===== src/hdl/hfbm_pkg.sv =====
// shared types, constants and the four-id sort for the hex face boundary matcher
package hfbm_pkg;

  localparam int CORNERS  = 8;
  localparam int FACES    = 6;
  localparam int IdW      = 24;
  localparam int CodeW    = 8;
  localparam int CellIdxW = 10;
  localparam int SlotW    = 3;
  localparam int CountW   = 13;
  localparam int CfgDataW = 11;

  localparam logic [CountW-1:0] COUNT_MAX = 13'd8191;

  typedef logic [IdW-1:0]   id_t;
  typedef id_t [3:0]        quad_t;
  typedef id_t [CORNERS-1:0] corners_t;
  typedef logic [CodeW-1:0] code_t;
  typedef code_t [FACES-1:0] codes_t;
  typedef quad_t [FACES-1:0] faces_t;
  typedef logic [2:0]       corner_idx_t;

  // corners of each face
  localparam corner_idx_t FACE_TABLE [FACES][4] = '{
    '{3'd0, 3'd2, 3'd4, 3'd6},
    '{3'd1, 3'd3, 3'd5, 3'd7},
    '{3'd0, 3'd1, 3'd4, 3'd5},
    '{3'd2, 3'd3, 3'd6, 3'd7},
    '{3'd0, 3'd1, 3'd2, 3'd3},
    '{3'd4, 3'd5, 3'd6, 3'd7}
  };

  localparam logic [1:0] REQ_LOAD  = 2'd0;
  localparam logic [1:0] REQ_QUERY = 2'd1;
  localparam logic [1:0] REQ_READ  = 2'd2;

  localparam logic CFG_CELL_COUNT = 1'b0;
  localparam logic CFG_INNER_CODE = 1'b1;

  typedef enum logic [1:0] {
    OP_LOAD,
    OP_QUERY,
    OP_READ,
    OP_NONE
  } op_e;

  typedef struct packed {
    op_e                 op;
    logic                ok;
    logic [CellIdxW-1:0] cell_idx;
    logic [SlotW-1:0]    slot;
    id_t                 vid;
    quad_t               qid;
    code_t               code;
  } item_t;

  // five compare-exchange steps, three levels deep
  function automatic quad_t sort4(quad_t v);
    quad_t s;
    id_t   t;
    s = v;
    if (s[0] > s[1]) begin t = s[0]; s[0] = s[1]; s[1] = t; end
    if (s[2] > s[3]) begin t = s[2]; s[2] = s[3]; s[3] = t; end
    if (s[0] > s[2]) begin t = s[0]; s[0] = s[2]; s[2] = t; end
    if (s[1] > s[3]) begin t = s[1]; s[1] = s[3]; s[3] = t; end
    if (s[1] > s[2]) begin t = s[1]; s[1] = s[2]; s[2] = t; end
    return s;
  endfunction

endpackage


===== src/hdl/hfbm_queue.sv =====
// two-entry request queue between front and back end
module hfbm_queue (
  input  logic            clk_i,
  input  logic            rst_ni,
  input  logic            push_i,
  input  hfbm_pkg::item_t item_i,
  input  logic            pop_i,
  output hfbm_pkg::item_t item_o,
  output logic            empty_o,
  output logic            full_o
);
  import hfbm_pkg::*;

  localparam int Depth = 2;
  localparam int PtrW  = 1;

  item_t           mem_q [Depth];
  logic [PtrW-1:0] wr_q, wr_d, rd_q, rd_d;
  logic [PtrW:0]   cnt_q, cnt_d;
  logic            do_push, do_pop;

  assign empty_o = (cnt_q == '0);
  assign full_o  = (cnt_q == (PtrW+1)'(Depth));
  assign item_o  = mem_q[rd_q];
  assign do_push = push_i && !full_o;
  assign do_pop  = pop_i && !empty_o;

  always_comb begin
    wr_d  = do_push ? wr_q + PtrW'(1) : wr_q;
    rd_d  = do_pop ? rd_q + PtrW'(1) : rd_q;
    cnt_d = cnt_q;
    if (do_push && !do_pop) begin
      cnt_d = cnt_q + (PtrW+1)'(1);
    end else if (do_pop && !do_push) begin
      cnt_d = cnt_q - (PtrW+1)'(1);
    end
  end

  always_ff @(posedge clk_i or negedge rst_ni) begin
    if (!rst_ni) begin
      wr_q  <= '0;
      rd_q  <= '0;
      cnt_q <= '0;
    end else begin
      wr_q  <= wr_d;
      rd_q  <= rd_d;
      cnt_q <= cnt_d;
    end
  end

  always_ff @(posedge clk_i) begin
    if (do_push) begin
      mem_q[wr_q] <= item_i;
    end
  end

endmodule


===== config.mk =====
export PLATFORM = sky130hd
export DESIGN_NAME = hfbm_queue
export DESIGN_NICKNAME = d
export VERILOG_FILES = /design/src/hdl/hfbm_pkg.sv /design/src/hdl/hfbm_queue.sv
export SDC_FILE = /design/constraint.sdc
export NUM_CORES = 1
export LEC_CHECK = 0
export ABC_CLOCK_PERIOD_IN_PS = 20200
export BUFFER_PORTS_ARGS = -buffer_cell sky130_fd_sc_hd__buf_2
export CORE_MARGIN = 3
export CORE_UTILIZATION = 50
export CTS_CLUSTER_SIZE = 14
export DETAILED_ROUTE_END_ITERATION = 10
export GPL_TIMING_DRIVEN = 0
export PLACE_DENSITY_LB_ADDON = 0.15
export SLEW_MARGIN = 20
export SYNTH_ARGS = -nofsm -noshare
export SYNTH_HDL_FRONTEND = slang
export SYNTH_SLANG_ARGS = --single-unit

===== constraint.sdc =====
create_clock -name clk_i -period 20.2 [get_ports clk_i]
set_input_delay 3.03 -clock clk_i [delete_from_list [all_inputs] [get_ports clk_i]]
set_output_delay 3.03 -clock clk_i [all_outputs]
set_load 0.005 [all_outputs]

Word level (Yosys, flattened, before mapping)

Memory sizes are Yosys's and may differ from the RTL's.
Cells that the tools add are included.

Bits in writable memories: 288
Word-level logic and storage cells: 23
Input bits: 148
Output and inout bits: 146
Memories: 1
Register bits: 4

Reduce and logical (&&, ||, !) cells: 10
Multiplexer cells: 4
Equality and inequality tests: 1
$add $sub $neg: 4

Memories:

| memory | words | width | read ports | clocked after memory_dff | write ports | RTL line         | text |
|---|---|---|---|---|---|---|---|
| mem_q  | 2     | 144   | 1          | 0                        | 1           | hfbm_queue.sv:17 | `item_t mem_q [Depth];` |

Operator list:

| operator              | count |
|---|---|
| $logic_and A1 B1 Y1   | 4 |
| $logic_not A1 Y1      | 4 |
| $mux W2               | 2 |
| $add A1 B1 Y1 const B | 2 |
| $add A2 B1 Y2 const B | 1 |
| $eq A2 B2 Y1 const B  | 1 |
| $logic_not A2 Y1      | 1 |
| $mux W1               | 2 |
| $reduce_bool A2 Y1    | 1 |
| $sub A2 B1 Y2 const B | 1 |

Logic depth before layout (Yosys ltp)

Depth after elaboration: 7
Gate-level depth with buffers: 7
Mapped depth without buffers: 7

Least setup slack after synthesis

No wires, ideal clock.

Path kind: input-to-reg
Start: input push_i
End: memory mem_q[0][0] (netlist name) (enable)
Data required time: 19.551 ns
Path slack: 10.453 ns
Buffers on the path: 0
Stages: 2
Library setup time: 0.649 ns
Arrival time: 9.098 ns
Path through: nand2_1 > nor2_1

Word-level cells in the longest chain between the ends: 3

Ends and longest elaborated chain:

| item                          | RTL line         | text |
|---|---|---|
| from (decl)                   | hfbm_queue.sv:5  | `input logic push_i,` |
| $logic_and A1 B1 Y1           | hfbm_queue.sv:25 | `assign do_push = push_i && !full_o;` |
| $mux W1                       | hfbm_queue.sv:52 | `if (do_push) begin` |
| $mux W1 (implied by the code) | hfbm_queue.sv:53 | `mem_q[wr_q] <= item_i;` |
| to (decl)                     | hfbm_queue.sv:17 |  |

Every way passes these cells.

==> run metrics <==
result of the run finished clean; Pleak between 5 and 6 nW; Metal-1 WL 7.72 mm; synthesized area per cell 23.1 sq um; setup TNS 0 ps; post-placement cell area between 10000 and 15000 sq um; crit path max fanout 10; worst setup margin 15300 ps; FF-to-FF path depth 8; post-route cell area 13700 sq um; average via count per standard cell 4.99; clock buffers created by TritonCTS 29; share of post-route cells with drive strength above 1 0.615; number of iterations in the first detailed-routing pass 4; Longest Clk Path Bufs 3; number of maximum-capacitance violations 0; sequential share of the synthesized area 0.812; Synth area leaders sky130_fd_sc_hd__edfxtp_1, sky130_fd_sc_hd__mux2_2, sky130_fd_sc_hd__mux2_4; Worst Tran Pin Value 661 ps; final net count 949; worst clock skew 5.47 ps; final antenna-violating net count 0; nature of the critical path endpoint primary output; Iteration-0 DRC Markers 236; count of unique library cells instantiated by Yosys 15; Worst Setup Path Type flop to primary output; final number of hold-violating endpoints 0; wire length reported by the detailed router 20.7 mm; number of global-route vias before repair 5868; Initial Util 0.511; Met2 Wirelength 10.3 mm; proportion of netlist area held by the largest area contributor 0.802; DR DRC count 0; Worst IR Drop VDD roughly 98 uV; H-tree levels 1; required arrival time at the worst endpoint 17170 ps; setup repair after global routing missed its margin no; Net Switching 0.520 mW; height of the die 153 um; hold path cells 1; CTS tree yes; Setup violations, final 0; number of buffers added for setup after CTS 0; Final GP Congestion 0.744; Combinational Power Share 0.308; pre-CTS setup slack ~15000 ps; part of the total power dissipated in the clock network 0.246; clock input transition at the sequential cells of the worst setup and hold paths 60 ps; post-synthesis instance area 10800 sq um; Vias 5487; Peak Freq 204 MHz; data arrival at the endpoint of the critical path 1870 ps; Period Utilization, post-route 0.243; top routing layer used met5; Internal Dissipation 1.40 mW; hold buffer count at CTS 0; sequential share of power 0.446; worst hold path type flop to flop; quantity of gates resized following cts 0; total gr overflow 0; number of buffer cells added on primary ports 293; floorplan die area 23400 sq um; antenna violations before repair 4; predominant post-synthesis flop cell sky130_fd_sc_hd__edfxtp_1; All-Layer GR Usage 0.169; cells after synthesis 467; pwr dens around 140 nW/um^2; syn_nets between 600 and 700; met3 WL post-DR 2.03 mm; Chip Width 153 um; count of warnings emitted by yosys 0; number of storage elements in the synthesis netlist between 200 and 300; Final Core Density 0.649; area delta synth->final 27.0%; routed length per placed instance between 15 and 20 um; Std-Cell Rows 53; startpoint types flop; DPL Wire Length 14.6 mm; leading area contributor after synthesis sky130_fd_sc_hd__edfxtp_1; I/O pin count 294; global-route wire length before repair ~31 mm; largest net degree at the start of global routing 55; Num Clock Sinks 292; clock latency on the worst-skew pair 530 ps; clk root buf sky130_fd_sc_hd__clkbuf_16; minimum clock period after layout just under 5000 ps; max-slew violation count 0; switching share of total power 0.270; max_slew headroom 0.558; core box area between 20000 and 25000 sq um; async set-reset flop share out of synthesis 0.0137; number of enable flip-flop cells after synthesis between 200 and 300
[worst max-delay path: stages (launching register included)]
cell,delay (ps)
sky130_fd_sc_hd__dfrtp_1,340
sky130_fd_sc_hd__buf_6,160
sky130_fd_sc_hd__buf_6,200
sky130_fd_sc_hd__buf_6,200
sky130_fd_sc_hd__mux2_4,310
sky130_fd_sc_hd__buf_2,140
[power groups by stage]
stage	clock network, mW	registers (mW)	logic (mW)
2_1_floorplan	0	0.890	0.346
5_1_grt	0.514	0.869	0.643
6_report	0.472	0.858	0.592
4_1_cts	0.487	0.860	0.608
3_5_place_dp	0	0.872	0.606
3_3_place_gp	0	0.909	0.555
[metrics by stage]
step           total power, mW  hold slack (ps)  cells
2_1_floorplan             1.24              461    467
3_3_place_gp              1.46              477   1035
3_5_place_dp              1.48              512   1044
4_1_cts                   1.96              525   1098
5_1_grt                   2.03              542   1099
6_report                  1.92              533   1100
[sequential cells by signal, summed over array words and instances (netlist names)]
signal / flops
mem_q: 288
cnt_q: 2
rd_q: 1
wr_q: 1
[final cells by class]
cell class | count | area (sq um)
sequential | 292 | 8750
fill | 1495 | 7400
multi-input combinational | 157 | 1910
timing repair buffer | 302 | 1700
clock buffer | 35 | 748
tap | 275 | 344
buffer | 16 | 124
clock inverter | 19 | 96.3
inverter | 2 | 7.51
antenna | 2 | 5.00
[Yosys cell counts (2+ instances only)]
master and number:
sky130_fd_sc_hd__xor2_1 2, sky130_fd_sc_hd__mux2_4 50, sky130_fd_sc_hd__inv_1 2, sky130_fd_sc_hd__edfxtp_1 288, sky130_fd_sc_hd__dfrtp_1 4, sky130_fd_sc_hd__buf_2 9
sky130_fd_sc_hd__buf_6 7, sky130_fd_sc_hd__xnor2_1 3, sky130_fd_sc_hd__mux2_2 94, sky130_fd_sc_hd__nor2_1 3
[cells by family after synthesis]
logic type | synth area share
xor+xnor | 0.00406
compound gates | 0.000464
buf+inv | 0.0122
simple gates | 0.00255
mux | 0.168
fa+ha+maj | 0.00116
flops | 0.812
[per-layer routing]
layer  vias up  GRT usage
met4         6     0.0505
met1      2670      0.201
met3        50     0.0629
met5         -          0
li1       2533          -
met2       228      0.292
[cells in the final DEF, fill, tap and decap left out, types with 2 or more instances in the layout]
cell,n
sky130_fd_sc_hd__clkinv_2,10
sky130_fd_sc_hd__clkbuf_16,29
sky130_fd_sc_hd__diode_2,2
sky130_fd_sc_hd__clkbuf_1,6
sky130_fd_sc_hd__mux2_4,50
sky130_fd_sc_hd__nor2_1,2
sky130_fd_sc_hd__edfxtp_1,288
sky130_fd_sc_hd__buf_2,302
sky130_fd_sc_hd__clkinv_1,6
sky130_fd_sc_hd__dfrtp_1,4
sky130_fd_sc_hd__buf_16,8
sky130_fd_sc_hd__xnor2_1,3
sky130_fd_sc_hd__inv_1,2
sky130_fd_sc_hd__xor2_1,2
sky130_fd_sc_hd__clkinvlp_4,2
sky130_fd_sc_hd__mux2_2,94
sky130_fd_sc_hd__buf_6,7
[path summary, 6_finish.rpt]
check / startpoint / end / slack, ps
worst max-delay path: rd_q$_DFFE_PN0P_ / item_o[106] / 15300
worst min-delay path: cnt_q[1]$_DFFE_PN0P_ / cnt_q[1]$_DFFE_PN0P_ / 530
worst max register to register: cnt_q[0]$_DFFE_PN0P_ / mem_q[0][94]$_DFFE_PP_ / 17580
worst min register to register: cnt_q[1]$_DFFE_PN0P_ / cnt_q[1]$_DFFE_PN0P_ / 530
max in group asynchronous: rst_ni / wr_q$_DFFE_PN0P_ / 17770
min in group asynchronous: rst_ni / cnt_q[0]$_DFFE_PN0P_ / 2300
(Power assumes the default switching activity.)
