===== config.mk =====
export PLATFORM = sky130hd
export DESIGN_NAME = hfbm_front
export DESIGN_NICKNAME = d
export VERILOG_FILES = /design/src/hdl/hfbm_pkg.sv /design/src/hdl/hfbm_front.sv
export SDC_FILE = /design/constraint.sdc
export NUM_CORES = 1
export LEC_CHECK = 0
export BUFFER_PORTS_ARGS = -buffer_cell sky130_fd_sc_hd__buf_2
export CORE_ASPECT_RATIO = 2
export CORE_MARGIN = 3
export CORE_UTILIZATION = 45
export DETAILED_ROUTE_END_ITERATION = 6
export PLACE_DENSITY_LB_ADDON = 0.05
export SYNTH_ARGS = -nofsm -noshare
export SYNTH_HDL_FRONTEND = slang
export SYNTH_SLANG_ARGS = --single-unit

===== constraint.sdc =====
create_clock -name vclk -period 10.94
set_clock_uncertainty 0.05 [all_clocks]
set_input_delay 2.188 -clock vclk [all_inputs]
set_output_delay 2.188 -clock vclk [all_outputs]
set_load 0.005 [all_outputs]

===== src/hdl/hfbm_pkg.sv =====
// shared types, constants and the four-id sort for the hex face boundary matcher
package hfbm_pkg;

  localparam int CORNERS  = 8;
  localparam int FACES    = 6;
  localparam int IdW      = 24;
  localparam int CodeW    = 8;
  localparam int CellIdxW = 10;
  localparam int SlotW    = 3;
  localparam int CountW   = 13;
  localparam int CfgDataW = 11;

  localparam logic [CountW-1:0] COUNT_MAX = 13'd8191;

  typedef logic [IdW-1:0]   id_t;
  typedef id_t [3:0]        quad_t;
  typedef id_t [CORNERS-1:0] corners_t;
  typedef logic [CodeW-1:0] code_t;
  typedef code_t [FACES-1:0] codes_t;
  typedef quad_t [FACES-1:0] faces_t;
  typedef logic [2:0]       corner_idx_t;

  // corners of each face
  localparam corner_idx_t FACE_TABLE [FACES][4] = '{
    '{3'd0, 3'd2, 3'd4, 3'd6},
    '{3'd1, 3'd3, 3'd5, 3'd7},
    '{3'd0, 3'd1, 3'd4, 3'd5},
    '{3'd2, 3'd3, 3'd6, 3'd7},
    '{3'd0, 3'd1, 3'd2, 3'd3},
    '{3'd4, 3'd5, 3'd6, 3'd7}
  };

  localparam logic [1:0] REQ_LOAD  = 2'd0;
  localparam logic [1:0] REQ_QUERY = 2'd1;
  localparam logic [1:0] REQ_READ  = 2'd2;

  localparam logic CFG_CELL_COUNT = 1'b0;
  localparam logic CFG_INNER_CODE = 1'b1;

  typedef enum logic [1:0] {
    OP_LOAD,
    OP_QUERY,
    OP_READ,
    OP_NONE
  } op_e;

  typedef struct packed {
    op_e                 op;
    logic                ok;
    logic [CellIdxW-1:0] cell_idx;
    logic [SlotW-1:0]    slot;
    id_t                 vid;
    quad_t               qid;
    code_t               code;
  } item_t;

  // five compare-exchange steps, three levels deep
  function automatic quad_t sort4(quad_t v);
    quad_t s;
    id_t   t;
    s = v;
    if (s[0] > s[1]) begin t = s[0]; s[0] = s[1]; s[1] = t; end
    if (s[2] > s[3]) begin t = s[2]; s[2] = s[3]; s[3] = t; end
    if (s[0] > s[2]) begin t = s[0]; s[0] = s[2]; s[2] = t; end
    if (s[1] > s[3]) begin t = s[1]; s[1] = s[3]; s[3] = t; end
    if (s[1] > s[2]) begin t = s[1]; s[1] = s[2]; s[2] = t; end
    return s;
  endfunction

endpackage


===== src/hdl/hfbm_front.sv =====
// front end: takes requests, checks ranges and sorts the query ids
module hfbm_front #(
  parameter int MAX_CELLS = 1024
) (
  input  logic                         start_i,
  input  logic                         busy_i,
  input  logic [1:0]                   req_type_i,
  input  logic [hfbm_pkg::CellIdxW-1:0] cell_index_i,
  input  logic [hfbm_pkg::SlotW-1:0]   slot_index_i,
  input  hfbm_pkg::id_t                vertex_id_i,
  input  hfbm_pkg::id_t                face_v0_i,
  input  hfbm_pkg::id_t                face_v1_i,
  input  hfbm_pkg::id_t                face_v2_i,
  input  hfbm_pkg::id_t                face_v3_i,
  input  logic signed [hfbm_pkg::CodeW-1:0] bnd_code_i,
  output logic                         push_o,
  output hfbm_pkg::item_t              item_o
);
  import hfbm_pkg::*;

  logic  in_range;
  quad_t raw;

  assign in_range = (32'(cell_index_i) < MAX_CELLS);
  assign push_o   = start_i && !busy_i;

  always_comb begin
    raw             = {face_v3_i, face_v2_i, face_v1_i, face_v0_i};
    item_o.cell_idx = cell_index_i;
    item_o.slot     = slot_index_i;
    item_o.vid      = vertex_id_i;
    item_o.code     = bnd_code_i;
    item_o.qid      = sort4(raw);
    item_o.op       = OP_NONE;
    item_o.ok       = 1'b0;
    case (req_type_i)
      REQ_LOAD: begin
        item_o.op = OP_LOAD;
        item_o.ok = in_range;
      end
      REQ_QUERY: begin
        item_o.op = OP_QUERY;
        item_o.ok = 1'b1;
      end
      REQ_READ: begin
        item_o.op = OP_READ;
        item_o.ok = in_range && (32'(slot_index_i) < FACES);
      end
      default: begin
        item_o.op = OP_NONE;
        item_o.ok = 1'b0;
      end
    endcase
  end

endmodule


### Yosys cells after proc, flatten, opt, wreduce, memory -nomap -nowiden

Index checks and enable logic that the tools add are counted.

* $lt $le $gt $ge: 6
* equality and inequality tests: 2
* multiplexer cells: 8
* reductions and logical operators: 3

Operator list (count)
* $mux 48: 3
* $gt 24x24->1: 5
* $mux 24: 4
* $pmux 3 s3: 1
* $lt 3x3->1 const B: 1
* $eq 2x1->1 const B: 1
* $eq 2x2->1 const B: 1
* $logic_not 2->1: 1
* $logic_and 1x1->1: 1
* $logic_not 1->1: 1

* flip-flop bits (word level): 0
* bits of input ports: 145
* output and inout bits: 145
* word-level logic and storage cells: 19

### Longest topological paths before layout

Gate-level depths: netlist (run 1).

* depth in word-level cells: 6
* gate-level depth with buffers: 40
* mapped depth without buffers: 34

### Worst setup path before layout (run 1)

OpenSTA, ideal clock, no wires.

* kind: in2out
* start: input port face_v3_i[22]
* end: output port item_o[54] (netlist bit)
* arrival time: 9.245 ns
* required time: 8.702 ns
* slack: -0.543 ns
* stages: 35
* buffers on the path: 6
* cell sequence: inv_1 -> ha_1 -> nand4_2 -> nor4_1 -> o21ai_1 -> a21oi_1 -> clkbuf_1 -> buf_1 -> a21oi_1 -> ha_1 -> a21o_1 -> a21o_1 -> a21o_1 -> a21o_1 -> a21o_1 -> a21o_1 -> a21oi_1 -> o31ai_4 -> nand2_2 -> buf_6 -> buf_6 -> mux2i_1 -> ha_1 -> nor2b_1 -> o21a_1 -> o21a_1 -> o211ai_1 -> a21boi_0 -> o31a_1 -> o31ai_1 -> clkbuf_1 -> clkbuf_1 -> nor2_1 -> nand2_1 -> o221ai_1

RTL lines
* from (decl): RTL line hfbm_front.sv:14 `input hfbm_pkg::id_t face_v3_i,`
* to (decl): RTL line hfbm_front.sv:17 `output hfbm_pkg::item_t item_o`

==> flow_summary.toml, run 1 <==
[sta]
finalMaxSlewViolations = 0
finalSetupViolCount = 37
hold_slack_ns = 4.326
fin_tns_setup_ns = -2.166
fin_crit_ns = 11.05
timing.slew.headroom = 0.4966
layout_setup_ws_ns = -0.1132
hold_violations = 0
fin_crit_sh = 1.010
fmax_ghz = 0.09047
tightest_slew_ns = 0.7519
grt_setup_unrepaired = "true"

[layout]
area_growth_syn_to_layout_pct = 67.10
final_nets = 1683
nClkBuffers = 0
ff_latch_area_sq_um = 0
final_area_sq_um = 10990
final_cells = 1608
n_antenna_cell = 0
final_util = 0.7786
nFlopsAndLatches = 0
drive_above_1_share = 0.4933

[route]
vias_per_cell = 5.639
drcViolationCount = 0
dr_total_vias = 9068
drt_first_pass_iters = 5
totalWireLength_um = 31290
wl_per_cell_um = 19.46
drt_iter0_markers = 418
antenna_left = 0

[logic_synthesis]
ys_seq_area_frac = 0
synth_cell_types = 65
yosysMostFrequentCell = "ha_1"
syn_avg_cell_area_sq_um = 6.846
synth_commonest_cells = "117 x ha_1, 112 x inv_1, 107 x a21oi_1"
yosysWarnings = 0
synthTopCellsByArea = "ha_1 22%, mux2i_1 12%, a21oi_1 8.1%"
synth_top_cell_by_area = "ha_1"
synthDominantCellAreaShare = 0.2225
syn-num-nets = 1223
postSynthCellCount = 961
synth_area_sq_um = 6579

[placed_design]
hpwlAfterDp_um = 25030
pre_cts_ws_ns = -0.4173
gp_congestion = 1.052
place_area_sq_um = 9761
io_buffers = 204
place_inst = 1575

[floorplan]
io_pins = 290
coreArea_sq_um = 14120
start_util = 0.4659
rows = 61
die_x_um = 91.50
die_h_um = 177.0
die_area_sq_um = 16190

[pwr]
finalPower_mw = 1.704
power.density_nw_per_um2 = 155.0
p_leak_nw = 5.954
ir_drop_mv = 0.1444

[setup_path]
worst_path_most_repeated_cell = "buf_4"
worstPathArrival_ns = 8.82
critical_path_class = "input pin to primary output"
cp_slowest_stage_delay_ns = 0.40
crit_fanout = 16
critPathLaunchType = "input pin"
worst_setup_path_end_kind = "primary output"
worst_path_max_delay_cell = "o41ai_4"
cp_data_required_time_ns = 8.70

[global_routing]
grt.busiest_layer = "met2"
antenna_found_initial = 0
gr-total-overflow = 0
grt_use_total = 0.3370
grtUsageMet3 = 0.01745
grt_first_pass_wirelength_um = 42830
grt_max_degree = 39
grt_pass1_vias = 8757
gr-usage-met1 = 0.2883
gr-usage-met2 = 0.6626

[status]
violations = "setup timing"
status = "finished, violations left"

[worst_hold_path]
holdCritPathClass = "input pin to primary output"

[clock_network]
hold_buffers = 0

[flow_run]
maxCapViolations = 0
-- where the power goes --
part	internal, mW	switching (mW)	total, mW	leakage (nW)
sequential	0	0	0	0
clock	0	0	0	0
combinational	0.847	0.856	1.70	5.95
-- repair_timing --
| action | CTS | global route |
|---|---|---|
| endpoints found under the setup margin | 48 | 48 |
| gates resized for setup | 10 | 179 |
| gates cloned | 0 | 4 |
| pin swaps | 3 | 56 |
| setup buffers | 3 | 26 |
-- critical path: cells and delay by family --
family	cells	cell delay (ns)
compound gates	12	2.19
simple gates	7	1.37
buf+inv	14	1.76
fa+ha+maj	3	0.79
mux	2	0.49
-- worst paths after layout --
kind	from	end	depth (start not counted)
max	face_v1_i[19]	item_o[79]	38
min	vertex_id_i[4]	item_o[108]	0
-- layout make-up --
class | count | area, sq um
inverter | 112 | 435.4
fill | 1128 | 3127
multi-input combinational | 755 | 6360
tap | 189 | 236.5
timing repair buffer | 552 | 3961
-- routing by layer --
metal  share of wire  wire [um]
met2            0.53      16570
met5               0          0
met3           0.045       1405
met4            0.12       3895
met1            0.30       9420
-- cells by family after synthesis --
kind of cell             share of synthesized area
XOR/XNOR                                  0.002663
buffers and inverters                       0.1529
multiplexers                                0.1550
AO/OA/AOI/OAI                               0.2805
adder cells (fa/ha/maj)                     0.2242
AND/OR/NAND/NOR                             0.1847
-- cell usage in the layout, fill, tap and decap left out, types with 13 or more instances in the layout --
| cell | instances |
|---|---|
| a21o_1 | 29 |
| a21oi_1 | 85 |
| a21oi_2 | 18 |
| and2_1 | 13 |
| buf_2 | 196 |
| buf_4 | 319 |
| buf_6 | 18 |
| ha_1 | 92 |
| ha_4 | 23 |
| inv_1 | 96 |
| mux2i_1 | 75 |
| nand2_1 | 55 |
| nand4_1 | 23 |
| nor2_1 | 98 |
| o21ai_0 | 15 |
| o21ai_1 | 25 |
| o221ai_1 | 14 |
(Power assumes the default switching activity.)
==> run 2: changes to the inputs <==
--- a/config.mk
+++ b/config.mk
@@ -5,11 +5,11 @@
 export SDC_FILE = /design/constraint.sdc
 export NUM_CORES = 1
 export LEC_CHECK = 0
-export BUFFER_PORTS_ARGS = -buffer_cell sky130_fd_sc_hd__buf_2
 export CORE_ASPECT_RATIO = 2
 export CORE_MARGIN = 3
 export CORE_UTILIZATION = 45
 export DETAILED_ROUTE_END_ITERATION = 6
+export DONT_BUFFER_PORTS = 1
 export PLACE_DENSITY_LB_ADDON = 0.05
 export SYNTH_ARGS = -nofsm -noshare
 export SYNTH_HDL_FRONTEND = slang
==> constraint.sdc (replaced) <==
create_clock -name vclk -period 9.2
set_clock_uncertainty 0.05 [all_clocks]
set_input_delay 1.84 -clock vclk [all_inputs]
set_output_delay 1.84 -clock vclk [all_outputs]
set_load 0.005 [all_outputs]
==> run 2 against run 1 <==
Net effect:
- the flow still finishes with violations (setup timing)
- power up 56%
- critical path depth shrank 4
- hold slack lost 0.70 ns
- die area unchanged
- non-clock buffer count decreased by 130
- utilization up 5.7 points
- count of clock-buffer cells in the layout is the same
==> flow_summary.toml, run 2 (synthesized netlist as in run 1, its figures left out) <==
[status]
status = "finished, violations left"
violations = "setup timing"

[setup_path]
worst_path_most_repeated_cell = "buf_4"
critical_path_class = "input pin to primary output"
cp_data_required_time_ns = 7.31
critPathLaunchType = "input pin"
worst_path_max_delay_cell = "or4b_4"
cp_slowest_stage_delay_ns = 0.55
worstPathArrival_ns = 8.50
crit_fanout = 10
worst_setup_path_end_kind = "primary output"

[sta]
fin_crit_sh = 1.130
finalMaxSlewViolations = 0
finalSetupViolCount = 48
hold_slack_ns = 3.630
hold_violations = 0
fmax_ghz = 0.09620
grt_setup_unrepaired = "true"
tightest_slew_ns = 0.6000
fin_crit_ns = 10.39
layout_setup_ws_ns = -1.195
timing.slew.headroom = 0.5886
fin_tns_setup_ns = -52.82

[floorplan]
die_area_sq_um = 16190
rows = 61
die_x_um = 91.50
die_h_um = 177.0
io_pins = 290
start_util = 0.4659
coreArea_sq_um = 14120

[global_routing]
grt_pass1_vias = 9783
gr-total-overflow = 0
grt_max_degree = 19
grt_use_total = 0.4174
grt_first_pass_wirelength_um = 52470
antenna_found_initial = 0

[layout]
n_antenna_cell = 0
final_nets = 1558
final_cells = 1483
multi_input_area_sq_um = 7382
fillers = 879
nClkBuffers = 0
ff_latch_area_sq_um = 0
nFlopsAndLatches = 0
drive_above_1_share = 0.5209
area_growth_syn_to_layout_pct = 79.29
most-common-layout-cells = "362 x buf_4, 95 x nor2_1, 84 x a21oi_1"
final_common_cell = "buf_4"

[route]
drt_first_pass_iters = 5
drcViolationCount = 0
vias_per_cell = 6.347
drt_iter0_markers = 574
wl_per_cell_um = 25.39
antenna_left = 0
dr_total_vias = 9413
totalWireLength_um = 37650

[pwr]
ir_drop_mv = 0.2179
power.density_nw_per_um2 = 225.7
p_leak_nw = 5.766

[worst_hold_path]
hold_depth = 0
holdCritPathClass = "input pin to primary output"

[placed_design]
hpwlAfterDp_um = 27780
pre_cts_ws_ns = -1.155
io_buffers = 0
place_inst = 1410
gp_congestion = 1.059

[flow_run]
maxCapViolations = 0
-- run 2: cell types whose count changed in the layout (fill, tap and decap cells not counted), moves of 10 or more --
cell,before,now
buf_2,196,0
buf_4,319,362
o221ai_4,1,20
inv_1,96,80
nand2_1,55,41
o221ai_1,14,0
ha_4,23,36
buf_6,18,30
ha_1,92,81
inv_2,10,20
-- run 2: what timing repair did --
action,CTS,global route
gates resized for setup,180,104
pin swaps,58,41
setup buffers,34,28
hold endpoints to repair,0,0
hold buffers,0,0
gates cloned,8,5
endpoints found under the setup margin,48,48
-- run 2: area by class of cell --
cell class / instances / share of cell area
well taps: 189 / 0.02005
inverters: 112 / 0.04095
multi-input cells: 760 / 0.6259
repair buffers: 422 / 0.3131
-- run 2: per-layer routing --
layer / up-vias / global-route usage / share of wire
met5: - / 0 / 0
li1: 4125 / - / -
met1: 4379 / 0.3293 / 0.28
met3: 333 / 0.06340 / 0.070
met2: 576 / 0.7780 / 0.50
met4: 0 / 0.4943 / 0.15
-- run 2: stage by stage --
step,instance area (sq um),total power [mW],utilization
3_5_place_dp,9578,1.733,0.6783
3_3_place_gp,9578,1.701,0.6783
6_report,11800,2.662,0.8354
4_1_cts,10890,2.200,0.7709
2_1_floorplan,7297,1.063,-
5_1_grt,11800,2.793,0.8354
-- run 2: path summary, 6_finish.rpt --
path / startpoint / endpoint / slack, ns
worst max-delay path: face_v1_i[18] / item_o[61] / -1.19
worst min-delay path: vertex_id_i[3] / item_o[107] / 3.63
-- run 2: worst max-delay path, delay by kind of cell --
family | cells | cell delay [ns]
mux | 2 | 0.47
compound gates | 9 | 1.65
fa+ha+maj | 3 | 0.72
simple gates | 8 | 2.05
buf+inv | 12 | 1.77
-- run 2: report_power, final --
group          leakage [nW]  switching [mW]  internal, mW
clock network             0               0             0
logic                  5.77            1.33          1.33
registers                 0               0             0
==> run 3: changes to the inputs <==
--- a/config.mk
+++ b/config.mk
@@ -7,7 +7,7 @@
 export LEC_CHECK = 0
 export CORE_ASPECT_RATIO = 2
 export CORE_MARGIN = 3
-export CORE_UTILIZATION = 45
+export CORE_UTILIZATION = 50
 export DETAILED_ROUTE_END_ITERATION = 6
 export DONT_BUFFER_PORTS = 1
 export PLACE_DENSITY_LB_ADDON = 0.05
==> run 3 against run 2 <==
Net effect:
- highest routed layer unchanged
- global-route usage is 1.3 points higher
- largest power group unchanged
- the flow still finishes with violations (setup timing)
- hold slack stayed put
- routed wire length is 8.3% lower
- non-clock buffer count is 33 lower
- cell area is 8.4% lower
==> flow_summary.toml, run 3 (synthesized netlist as in run 1, its figures left out) <==
[route]
drcViolationCount = 0
totalWireLength_um = 34520
vias_per_cell = 6.495
antenna_left = 0
dr_total_vias = 9152
drt_first_pass_iters = 5
drt_iter0_markers = 571
wl_per_cell_um = 24.50

[setup_path]
worst_path_max_delay_cell = "a21oi_1"
critPathLaunchType = "input pin"
worst_setup_path_end_kind = "primary output"
critical_path_class = "input pin to primary output"
crit_fanout = 11
worst_path_most_repeated_cell = "buf_4"
worstPathArrival_ns = 8.61
cp_data_required_time_ns = 7.31
cp_slowest_stage_delay_ns = 0.59

[layout]
ff_latch_area_sq_um = 0
drive_above_1_share = 0.4869
fillers = 780
nClkBuffers = 0
final_nets = 1523
final_common_cell = "buf_4"
final_util = 0.8505
final_cells = 1409
area_growth_syn_to_layout_pct = 64.19
nFlopsAndLatches = 0
most-common-layout-cells = "357 x buf_4, 97 x nor2_1, 80 x inv_1, 80 x a21oi_1, 80 x ha_1"
n_antenna_cell = 0

[sta]
hold_violations = 0
fmax_ghz = 0.09521
timing.slew.headroom = 0.5180
tightest_slew_ns = 0.7230
fin_crit_sh = 1.142
fin_tns_setup_ns = -56.95
layout_setup_ws_ns = -1.304
finalSetupViolCount = 48
grt_setup_unrepaired = "true"
hold_slack_ns = 3.630
finalMaxSlewViolations = 0
fin_crit_ns = 10.50

[global_routing]
grt_use_total = 0.4308
grt_first_pass_wirelength_um = 49260
gr-total-overflow = 0
grt_max_degree = 37
grtUsageMet3 = 0.1146
antenna_found_initial = 0
grt_pass1_vias = 9534
gr-usage-met1 = 0.3468
grt.busiest_layer = "met2"
gr-usage-met2 = 0.7660

[worst_hold_path]
holdCritPathClass = "input pin to primary output"

[pwr]
p_int_mw = 1.014
p_comb_frac = 1.000
p_clk_frac = 0
power.density_nw_per_um2 = 198.3
finalPower_mw = 2.142
ir_drop_mv = 0.1693
seqPwrFrac = 0
switchingPower_mw = 1.128
p_leak_nw = 5.411
switching_share = 0.5265

[placed_design]
place_inst = 1354
io_buffers = 0
gp_congestion = 1.061
hpwlAfterDp_um = 25920

[floorplan]
coreArea_sq_um = 12700
die_x_um = 87.11
start_util = 0.5180
io_pins = 290
die_area_sq_um = 14650
rows = 58
die_h_um = 168.2

[status]
status = "finished, violations left"
violations = "setup timing"

[flow_run]
maxCapViolations = 0

[clock_network]
hold_buffers = 0
[run 3: cell types whose count changed in the layout (fill, tap and decap cells not counted), sizes merged]
| cell | change |
|---|---|
| buf | -30 |
| clkbuf | -3 |
| nand2 | -1 |
| o21bai | -1 |
[run 3: area by class of cell]
| cell class | count | area [sq um] | share of cell area |
|---|---|---|---|
| multi-input combinational | 758 | 6935 | 0.6421 |
| timing repair buffer | 389 | 3188 | 0.2951 |
| inverter | 112 | 490.5 | 0.04541 |
| tap | 150 | 187.7 | 0.01738 |
[run 3: worst max-delay path, delay by kind of cell]
family	cells	cell delay, ns
AOI/OAI and AO/OA	13	3.21
adders and majority gates	3	0.89
buffers and inverters	8	1.10
and+or+nand+nor	9	1.54
[run 3: power by group through the flow]
stage / Clock [mW] / Sequential (mW) / Combinational (mW)
after detailed placement: 0 / 0 / 1.62
after global routing: 0 / 0 / 2.25
final: 0 / 0 / 2.14
after CTS: 0 / 0 / 1.89
after global placement: 0 / 0 / 1.56
after floorplan: 0 / 0 / 1.06
[run 3: final timing paths]
path                      start    endpoint  slack [ns]  cells after the start
setup / recovery  face_v1_i[19]  item_o[57]       -1.30                     33
hold / removal    bnd_code_i[0]   item_o[0]        3.63                      0
[run 3: layer usage]
layer | up-vias | share of wire
li1 | 4067 | -
met1 | 4250 | 0.28
met2 | 566 | 0.50
met3 | 269 | 0.082
met4 | 0 | 0.13
met5 | - | 0
[run 3: timing repair]
item / CTS / global route
buffers inserted: 30 / 18
pin swaps: 51 / 54
cloned: 7 / 1
setup endpoints to repair: 48 / 48
resized for setup: 138 / 72
[run 3: stage by stage]
| step | cell area [sq um] | setup slack [ns] |
|---|---|---|
| finish | 10800 | -1.304 |
| global placement | 9314 | -0.8393 |
| detailed placement | 9314 | -1.048 |
| floorplan | 7297 | -0.4963 |
| global route | 10800 | -1.414 |
| CTS | 10290 | -0.6661 |
